## src/rtl/core/alkr_pkg.sv

```systemverilog
`timescale 1ns / 1ps

package alkr_pkg;

   localparam int CAPACITY_DEFAULT = 64;

   localparam int OP_W     = 2;
   localparam int KEY_W    = 32;
   localparam int STATUS_W = 2;
   localparam int POS_W    = 6;
   localparam int COUNT_W  = 7;

   localparam logic [OP_W-1:0] OP_APPEND = 2'd0;
   localparam logic [OP_W-1:0] OP_SEARCH = 2'd1;
   localparam logic [OP_W-1:0] OP_REMOVE = 2'd2;

   localparam logic [STATUS_W-1:0] ST_DONE   = 2'd0;
   localparam logic [STATUS_W-1:0] ST_FULL   = 2'd1;
   localparam logic [STATUS_W-1:0] ST_ABSENT = 2'd2;

endpackage

```

## src/rtl/core/array_list_keyed_remove.sv

```systemverilog
`timescale 1ns / 1ps
// Append and unused codes go from acceptance straight to S_FINISH, which registers rsp_valid.
// Search and remove scan from the top entry down, one memory read per cycle; remove then
// shifts every later entry down by one position in S_SHIFT.
// One transaction at a time: req_ready returns as the result is registered in S_FINISH.
// Reset is synchronous and clears the count and control state; entries are not cleared.

module array_list_keyed_remove #(
   parameter int CAPACITY = alkr_pkg::CAPACITY_DEFAULT
) (
   input  logic                               clock,
   input  logic                               reset,
   input  logic                               req_valid,
   output logic                               req_ready,
   input  logic [alkr_pkg::OP_W-1:0]          req_operation,
   input  logic signed [alkr_pkg::KEY_W-1:0]  req_key,
   output logic                               rsp_valid,
   input  logic                               rsp_ready,
   output logic [alkr_pkg::STATUS_W-1:0]      rsp_status,
   output logic                               rsp_found,
   output logic [alkr_pkg::POS_W-1:0]         rsp_position,
   output logic [alkr_pkg::COUNT_W-1:0]       rsp_count,
   output logic                               rsp_is_full,
   output logic                               rsp_is_empty
);

   localparam int IW = (CAPACITY > 1) ? $clog2(CAPACITY) : 1;
   localparam int CW = $clog2(CAPACITY + 1);
   localparam int CX = CW + 1;

   typedef enum logic [1:0] {
      S_IDLE,
      S_SCAN,
      S_SHIFT,
      S_FINISH
   } state_type;

   state_type                       state_ff, state_in;
   logic [CW-1:0]                   count_ff, count_in;
   logic [alkr_pkg::KEY_W-1:0]      key_ff, key_in;
   logic                            remove_ff, remove_in;
   logic [IW-1:0]                   scan_ff, scan_in;
   logic [alkr_pkg::STATUS_W-1:0]   res_status_ff, res_status_in;
   logic                            res_found_ff, res_found_in;
   logic [IW-1:0]                   res_pos_ff, res_pos_in;

   logic                            rsp_valid_ff, rsp_valid_in;
   logic [alkr_pkg::STATUS_W-1:0]   rsp_status_ff, rsp_status_in;
   logic                            rsp_found_ff, rsp_found_in;
   logic [alkr_pkg::POS_W-1:0]      rsp_position_ff, rsp_position_in;
   logic [alkr_pkg::COUNT_W-1:0]    rsp_count_ff, rsp_count_in;
   logic                            rsp_is_full_ff, rsp_is_full_in;
   logic                            rsp_is_empty_ff, rsp_is_empty_in;

   logic                            mem_we;
   logic [IW-1:0]                   mem_waddr;
   logic [alkr_pkg::KEY_W-1:0]      mem_wdata;
   logic [IW-1:0]                   mem_raddr;
   logic [alkr_pkg::KEY_W-1:0]      mem_rdata;

   logic [CX-1:0]                   scan_ext;
   logic [CX-1:0]                   count_ext;

   alkr_mem #(
      .DEPTH (CAPACITY),
      .WIDTH (alkr_pkg::KEY_W)
   ) u_mem (
      .clock   (clock),
      .wr_en   (mem_we),
      .wr_addr (mem_waddr),
      .wr_data (mem_wdata),
      .rd_addr (mem_raddr),
      .rd_data (mem_rdata)
   );

   assign scan_ext  = CX'(scan_ff);
   assign count_ext = CX'(count_ff);
   assign req_ready = (state_ff == S_IDLE);

   always_comb begin
      state_in        = state_ff;
      count_in        = count_ff;
      key_in          = key_ff;
      remove_in       = remove_ff;
      scan_in         = scan_ff;
      res_status_in   = res_status_ff;
      res_found_in    = res_found_ff;
      res_pos_in      = res_pos_ff;
      rsp_valid_in    = rsp_valid_ff;
      rsp_status_in   = rsp_status_ff;
      rsp_found_in    = rsp_found_ff;
      rsp_position_in = rsp_position_ff;
      rsp_count_in    = rsp_count_ff;
      rsp_is_full_in  = rsp_is_full_ff;
      rsp_is_empty_in = rsp_is_empty_ff;
      mem_we          = 1'b0;
      mem_waddr       = count_ff[IW-1:0];
      mem_wdata       = req_key;
      mem_raddr       = scan_ff;

      if (rsp_valid_ff && rsp_ready) begin
         rsp_valid_in = 1'b0;
      end

      unique case (state_ff)
         S_IDLE: begin
            if (req_valid) begin
               key_in        = req_key;
               remove_in     = (req_operation == alkr_pkg::OP_REMOVE);
               res_status_in = alkr_pkg::ST_DONE;
               res_found_in  = 1'b0;
               res_pos_in    = '0;
               state_in      = S_FINISH;
               case (req_operation)
                  alkr_pkg::OP_APPEND: begin
                     if (count_ff == CW'(CAPACITY)) begin
                        res_status_in = alkr_pkg::ST_FULL;
                     end else begin
                        mem_we       = 1'b1;
                        res_found_in = 1'b1;
                        res_pos_in   = count_ff[IW-1:0];
                        count_in     = count_ff + CW'(1);
                     end
                  end
                  alkr_pkg::OP_SEARCH, alkr_pkg::OP_REMOVE: begin
                     if (count_ff == '0) begin
                        res_status_in = alkr_pkg::ST_ABSENT;
                     end else begin
                        mem_raddr = IW'(count_ff - CW'(1));
                        scan_in   = IW'(count_ff - CW'(1));
                        state_in  = S_SCAN;
                     end
                  end
                  default: begin
                  end
               endcase
            end
         end
         S_SCAN: begin
            if (mem_rdata == key_ff) begin
               res_status_in = alkr_pkg::ST_DONE;
               res_found_in  = 1'b1;
               res_pos_in    = scan_ff;
               state_in      = S_FINISH;
               if (remove_ff) begin
                  if (scan_ext + CX'(1) < count_ext) begin
                     mem_raddr = IW'(scan_ext + CX'(1));
                     state_in  = S_SHIFT;
                  end else begin
                     count_in = count_ff - CW'(1);
                  end
               end
            end else if (scan_ff == '0) begin
               res_status_in = alkr_pkg::ST_ABSENT;
               res_found_in  = 1'b0;
               res_pos_in    = '0;
               state_in      = S_FINISH;
            end else begin
               mem_raddr = scan_ff - IW'(1);
               scan_in   = scan_ff - IW'(1);
            end
         end
         S_SHIFT: begin
            mem_we    = 1'b1;
            mem_waddr = scan_ff;
            mem_wdata = mem_rdata;
            if (scan_ext + CX'(2) < count_ext) begin
               mem_raddr = IW'(scan_ext + CX'(2));
               scan_in   = scan_ff + IW'(1);
            end else begin
               count_in = count_ff - CW'(1);
               state_in = S_FINISH;
            end
         end
         S_FINISH: begin
            if (!rsp_valid_ff || rsp_ready) begin
               rsp_valid_in    = 1'b1;
               rsp_status_in   = res_status_ff;
               rsp_found_in    = res_found_ff;
               rsp_position_in = alkr_pkg::POS_W'(res_pos_ff);
               rsp_count_in    = alkr_pkg::COUNT_W'(count_ff);
               rsp_is_full_in  = (count_ff == CW'(CAPACITY));
               rsp_is_empty_in = (count_ff == '0);
               state_in        = S_IDLE;
            end
         end
         default: begin
            state_in = S_IDLE;
         end
      endcase
   end

   always_ff @(posedge clock) begin
      if (reset) begin
         state_ff     <= S_IDLE;
         count_ff     <= '0;
         rsp_valid_ff <= 1'b0;
      end else begin
         state_ff     <= state_in;
         count_ff     <= count_in;
         rsp_valid_ff <= rsp_valid_in;
      end
      key_ff          <= key_in;
      remove_ff       <= remove_in;
      scan_ff         <= scan_in;
      res_status_ff   <= res_status_in;
      res_found_ff    <= res_found_in;
      res_pos_ff      <= res_pos_in;
      rsp_status_ff   <= rsp_status_in;
      rsp_found_ff    <= rsp_found_in;
      rsp_position_ff <= rsp_position_in;
      rsp_count_ff    <= rsp_count_in;
      rsp_is_full_ff  <= rsp_is_full_in;
      rsp_is_empty_ff <= rsp_is_empty_in;
   end

   assign rsp_valid    = rsp_valid_ff;
   assign rsp_status   = rsp_status_ff;
   assign rsp_found    = rsp_found_ff;
   assign rsp_position = rsp_position_ff;
   assign rsp_count    = rsp_count_ff;
   assign rsp_is_full  = rsp_is_full_ff;
   assign rsp_is_empty = rsp_is_empty_ff;

endmodule

```

## src/rtl/core/alkr_mem.sv

```systemverilog
`timescale 1ns / 1ps

module alkr_mem #(
   parameter int DEPTH = alkr_pkg::CAPACITY_DEFAULT,
   parameter int WIDTH = alkr_pkg::KEY_W
) (
   input  logic                                    clock,
   input  logic                                    wr_en,
   input  logic [((DEPTH > 1) ? $clog2(DEPTH) : 1)-1:0] wr_addr,
   input  logic [WIDTH-1:0]                        wr_data,
   input  logic [((DEPTH > 1) ? $clog2(DEPTH) : 1)-1:0] rd_addr,
   output logic [WIDTH-1:0]                        rd_data
);

   logic [WIDTH-1:0] mem [DEPTH];
   logic [WIDTH-1:0] rd_data_ff;

   always_ff @(posedge clock) begin
      if (wr_en) begin
         mem[wr_addr] <= wr_data;
      end
      rd_data_ff <= mem[rd_addr];
   end

   assign rd_data = rd_data_ff;

endmodule

```

## config.mk

```make
export PLATFORM = sky130hd
export DESIGN_NAME = array_list_keyed_remove
export DESIGN_NICKNAME = d
export VERILOG_FILES = /design/src/rtl/core/alkr_pkg.sv /design/src/rtl/core/array_list_keyed_remove.sv /design/src/rtl/core/alkr_mem.sv
export SDC_FILE = /design/constraint.sdc
export NUM_CORES = 2
export LEC_CHECK = 0
export BUFFER_PORTS_ARGS = -buffer_cell sky130_fd_sc_hd__buf_2
export CORE_MARGIN = 3
export CORE_UTILIZATION = 59
export CTS_BUF_LIST = sky130_fd_sc_hd__clkbuf_2
export DETAILED_ROUTE_END_ITERATION = 6
export PLACE_DENSITY_LB_ADDON = 0.25
export SLEW_MARGIN = 5
export SYNTH_ARGS = -nofsm -noshare
export SYNTH_HDL_FRONTEND = slang
export SYNTH_SLANG_ARGS = --single-unit
```

## constraint.sdc

```tcl
create_clock -name clock -period 6 [get_ports clock]
set_input_delay 0.6 -clock clock [delete_from_list [all_inputs] [get_ports clock]]
set_output_delay 0.6 -clock clock [all_outputs]
set_load 0.05 [all_outputs]
```

# [Word level (Yosys, flattened, before mapping)]
# Memory sizes are Yosys's and may differ from the RTL's. A register that Yosys moved wholly into a read port is not among the register bits.
# Index checks and enable logic that the tools add are counted.
[word_totals] reg_bits=76 mem_bits_rw=2048 out_inout_bits=20 memories=1
[op_classes] add_sub_neg=6 order_cmp=2 n_eq_ne=18 mux=58 reduce_logical=16
[mem_list] name="u_mem.mem" depth=64 width=32 read_ports=1 rd_ports_with_merged_regs=1 write_ports=1 line="alkr_mem.sv:15" text="logic [WIDTH-1:0] mem [DEPTH];"
[op_table] op="$mux 6" count=16
[op_table] op="$mux 7" count=7
[op_table] op="$pmux 6 s3" count=2
[op_table] op="$eq 32x32->1" count=1
[op_table] op="$mux 32" count=1
[op_table] op="$mux 2" count=11
[op_table] op="$pmux 7 s3" count=1
[op_table] op="$ne 2x2->1 const B" count=9
[op_table] op="$lt 8x7->1" count=2
[op_table] op="$mux 1" count=14
[op_table] op="$pmux 6 s2" count=1
[op_table] op="$pmux 2 s2" count=2
[op_table] op="$pmux 2 s4" count=1
[op_table] op="$reduce_and 8->1" count=1
[op_table] op="$add 6x1->7 const B" count=1
[op_table] op="$add 6x2->7 const B" count=1
[op_table] op="$add 7x1->7 const B" count=1
[op_table] op="$eq 7x7->1 const B" count=1
[op_table] op="$logic_not 7->1" count=1
[op_table] op="$sub 7x1->7 const B" count=1
[op_table] op="$add 6x1->6 const B" count=1
[op_table] op="$eq 2x2->1 const B" count=3
[op_table] op="$logic_not 6->1" count=1
[op_table] op="$reduce_and 3->1" count=2
[op_table] op="other kinds (14)" count=18

# [Depth between registers and ports, before layout]
[depth] ltp_word=7 mapped_depth=20 mapped_depth_nobuf=15

# [Cells and area by module]
# A second synthesis with hierarchy kept.
[hier_totals] hier_cells=4051 hier_area_um2=83804.1
[modules_own_cells] mod="alkr_mem" n_inst=1 cells_each=3572 area_each_um2=78885.7 seq_area_each_um2=62139.6
[modules_own_cells] mod="array_list_keyed_remove" n_inst=1 cells_each=479 area_each_um2=4918.5 seq_area_each_um2=2182.1

# [Worst setup path before layout]
# No wires, ideal clock.
[synth_timing] path_type="flip-flop to flip-flop" from="register state_ff[0]" to="memory u_mem.mem[11][0] (netlist name) (enable)" setup_ns=0.421 arrival_time_ns=4.090 t_required_ns=5.579 slack_ns=1.489 path_stages_with_launch=9 path_buffers=1 synth_period_minus_slack_ns=4.511 cell_sequence="dfxtp_1 > inv_1 > ha_1 > clkbuf_1 > and2_1 > nand4b_1 > o21ai_0 > nand2_1 > nor2_1"
[synth_via] elab_chain_len=4 word_cells_on_any_way=6 classes_between="eq/ne (1); mux (4); reduce/logical (1)"
[synth_rtl] element="from (decl)" line="array_list_keyed_remove.sv:38" text="state_type state_ff, state_in;"
[synth_rtl] element="from (signal assigned)" line="array_list_keyed_remove.sv:199" text="state_ff <= state_in;"
[synth_rtl] element="$logic_not 2->1"
[synth_rtl] element="named net req_ready" line="array_list_keyed_remove.sv:14" text="output logic req_ready,"
[synth_rtl] element="$pmux 1 s2" line="array_list_keyed_remove.sv:105" text="unique case (state_ff)"
[synth_rtl] element="$mux 1" line="alkr_mem.sv:19" text="if (wr_en) begin"
[synth_rtl] element="$mux 1 (implied by the code)" line="alkr_mem.sv:20" text="mem[wr_addr] <= wr_data;"
[synth_rtl] element="to (decl)" line="alkr_mem.sv:15"
# The timed path passes the listed nets, and every way through them passes these cells.

# [Worst setup path in the final report]
[layout_timing] from="register key_ff[12] (netlist name)" to="register u_mem.rd_data_ff[1], in the netlist u_mem.rd_data[1] (read register of u_mem.mem)"
[layout_via] elab_chain_len=3
[layout_rtl] element="from (decl)" line="array_list_keyed_remove.sv:40" text="logic [alkr_pkg::KEY_W-1:0] key_ff, key_in;"
[layout_rtl] element="from (signal assigned)" line="array_list_keyed_remove.sv:203" text="key_ff <= key_in;"
[layout_rtl] element="$eq 32x32->1" line="array_list_keyed_remove.sv:140" text="if (mem_rdata == key_ff) begin"
[layout_rtl] element="$mux 6" line="array_list_keyed_remove.sv:140"
[layout_rtl] element="$pmux 6 s3" line="array_list_keyed_remove.sv:105"
[layout_rtl] element="to (decl)" line="alkr_mem.sv:16" text="logic [WIDTH-1:0] rd_data_ff;"
# No other way between the ends.
# A chain may end at the register's enable or synchronous reset.

==> results by group <==
Cells and area
  – Area of the multi-input gates: a little over 20,000 sq um
  – Layout area overhead: 12.3%
  – Fin area: roughly 96,000 sq um
  – Nets: about 6,600
  – Fraction of layout cells with a size suffix above 1: 0.198
  – FF/Latch Area: 64,300 sq um
  – FILL cells: roughly 10,000

GRT
  – Vias in the first global route: 54,600
  – First-pass GRT wire length: roughly 360,000 microns
  – Total GRT Usage: 0.331
  – Largest net degree at the start of global routing: roughly 110
  – Grt ovf: 0
  – Initial antenna violation count: 13

Worst setup path
  – Critical Path RT: roughly 7.6 ns
  – Startpoint types: flip-flop
  – WS Path Type: flip-flop to flip-flop
  – CP dominant cell by count: nand4_1
  – Critical path, cell by cell: xor2_1 -> nor4_2 -> nand4_1 -> nor3_2 -> nor2_1 -> o21ai_0 -> a22o_2 -> buf_12 -> or3_1 -> buf_6 -> a311oi_1 -> nor4_1 -> buf_4 -> nand4_1
  – Critical Path AT: 7.49 ns
  – Nature of the critical path endpoint: flip-flop
  – Largest stage delay, worst path: between 0.8 and 0.9 ns
  – CP max-delay cell: nor4_2
  – Worst-path fanout max: 32

Logic synthesis
  – EDFF count, synth: roughly 2,100
  – Syn Nets: approximately 5,900
  – Seq/Total Area, Yosys: 0.750
  – Post-synth top area cell: edfxtp_1
  – Synthesized area per cell: 14.6 sq um
  – Synthesis-stage register bit count: 2,156
  – Syn Inst Count: approximately 6,000
  – Primary FF master, synth: edfxtp_1
  – Synth async-reset ratio: 0
  – Top cells by area, synth: edfxtp_1 74%, nand2_1 5.8%, mux2i_1 4.5%
  – Synth Cell Area: between 80,000 and 90,000 sq um
  – Syn. warnings: 0
  – Count of different cell masters after synthesis: between 70 and 80
  – Synth top area share: 0.740

Floorplanning
  – Io pins: between 50 and 60
  – Die W: 387 microns
  – CORE AREA: 144,000 sq um
  – Initial Util: 0.595
  – Row count: 139
  – Die H: roughly 390 microns
  – Die area: between 100,000 and 150,000 sq um

STA
  – Rel. slew slack: 0.121
  – Setup TNS: 0 ns
  – Clock Skews: a little under 0.2 ns
  – Crit path time final: about 6 ns
  – Worst Max-Slew Pin Slew: 1.32 ns
  – Max-slew violation count: 0
  – Fin crit share: 0.987
  – Hold Violations, Final: 0
  – Max Freq: ~170 MHz
  – # setup viols final: 0

Place
  – Final GP Congestion: a little under 1
  – Dpl cell area: between 90,000 and 100,000 sq um
  – IO buf count: 57
  – Dpl hpwl: ~140,000 microns

Drt
  – Routed vias/inst: 6.41
  – Final WL: approximately 250,000 microns
  – First-pass DRT Iterations: 6
  – Wirelength per Cell: 28.6 microns
  – Starting DRT DRC Count: slightly below 8,000
  – Routed vias: ~56,000
  – Residual DRC: 0
  – Post-DRT Antenna Nets: 0

Job
  – Max cap viols: 0

Clock network
  – Clock buffer depth: 4
  – CTS Buf Count: approximately 550
  – # clock sinks: around 2,200
  – H-tree Lvls: 6
  – CTS tree: yes
  – CTS root buf: clkbuf_2
  – CTS clock-pin slew for the worst setup and hold paths: about 0.12 ns
  – Worst-Skew Late Latency: 1.79 ns

Min path
  – HP Class: primary input to flip-flop

Status
  – Run status: completed
flip-flops by register name, indices dropped and copies added, names as in the netlist, 6 cells and up:
signal	cells
scan_ff	6
u_mem.rd_data	32
rsp_position	6
count_ff	7
u_mem.mem	2048
rsp_count	7
res_pos_ff	6
key_ff	32
stage by stage:
stage               utilization  hold slack (ns)  std cells  setup WS, ns
floorplan                     -            0.400       5873          1.49
detailed placement        0.628            0.406       7758        -0.392
global placement          0.626            0.402       7745         -1.02
finish                    0.668            0.215       8777        0.0769
global route              0.668           0.0663       8771      -0.00967
CTS                       0.667          0.00368       8756        0.0629
logic make-up after synthesis:
kind of cell,Yosys count,synth area share
adder cells (fa/ha/maj),28,0.00409
XOR/XNOR,54,0.00552
AND/OR/NAND/NOR,2139,0.110
buffers and inverters,413,0.0208
multiplexers,421,0.0496
AO/OA/AOI/OAI,662,0.0598
flip-flops,2156,0.750
layout by cell type, fill, tap and decap left out, drive strengths merged, types with 19 or more instances in the layout:
master / instances
dlygate4sd3: 83
dfxtp: 42
xor2: 35
inv: 39
a31oi: 72
nand2: 1330
xnor2: 19
a311oi: 161
o221ai: 34
a211oi: 70
mux2: 33
o22ai: 132
nand4: 39
mux2i: 388
clkbuf: 777
a311o: 35
edfxtp: 2114
and3: 229
nor4: 73
buf: 379
ha: 28
o21ai: 24
nor2: 100
a22o: 65
clkinv: 111
nand3: 336
synthesized netlist by cell type, types with 3 or more instances:
cell / n
a31o_2: 3
mux2i_1: 388
a311o_1: 35
nor3_1: 8
nor2_1: 100
dfxtp_1: 42
edfxtp_1: 2114
o32ai_1: 6
or3_1: 5
a221oi_1: 4
a2111oi_0: 3
xor2_1: 35
nand2_1: 1329
a22o_1: 65
a21oi_1: 13
buf_1: 45
a311oi_1: 161
nand3_1: 336
buf_4: 16
clkinv_1: 6
o21ai_0: 21
clkbuf_1: 203
xnor2_1: 19
o31ai_1: 5
mux2_2: 33
ha_1: 28
o22ai_1: 132
buf_2: 120
buf_6: 3
o221ai_1: 34
nand4_1: 39
and2_1: 4
and3_1: 229
o211ai_1: 5
a211oi_1: 69
inv_1: 20
a21o_1: 4
nor4_1: 73
a31oi_1: 72
metal layers:
layer	up-vias	wire length [microns]	GRT usage
met5	-	25	0
met4	4	11100	0.148
met3	582	34300	0.0995
met2	3840	115000	0.503
met1	27800	91300	0.446
li1	24000	-	-
final timing paths:
| kind | startpoint | end | slack (ns) | cells after the start |
|---|---|---|---|---|
| setup reg to reg | key_ff[12] | u_mem.rd_data[1] | 0.08 | 14 |
| hold / removal | req_key[26] | key_ff[26] | 0.21 | 3 |
| setup / recovery | key_ff[12] | u_mem.rd_data[1] | 0.08 | 14 |
| hold reg to reg | res_status_ff[0] | rsp_status[0] | 0.43 | 0 |
area by class of cell:
cell class | instances | area share
Tap cell | 1903 | 0.0247
Antenna cell | 11 | 0.000286
Clock buffer | 777 | 0.0404
Multi-Input combinational cell | 3304 | 0.213
Timing Repair Buffer | 462 | 0.0438
Sequential cell | 2156 | 0.668
Inverter | 26 | 0.00101
Clock inverter | 138 | 0.00881
what timing repair did:
action	CTS	global route
buffers inserted	0	10
resized for setup	11	11
pin swaps	0	1
hold buffers	83	0
endpoints found under the setup margin	9	20
hold endpoints to repair	1953	0
worst max-delay path, delay by kind of cell, from the launching register on:
| family | cells | cell delay (ns) |
|---|---|---|
| AO/OA/AOI/OAI | 3 | 0.86 |
| XOR/XNOR | 1 | 0.19 |
| buffers and inverters | 3 | 1.00 |
| flip-flops | 1 | 0.41 |
| AND/OR/NAND/NOR | 7 | 3.25 |
Power is not shown: default switching activity piles up to over one toggle a cycle in this logic, so the estimate is an artifact.
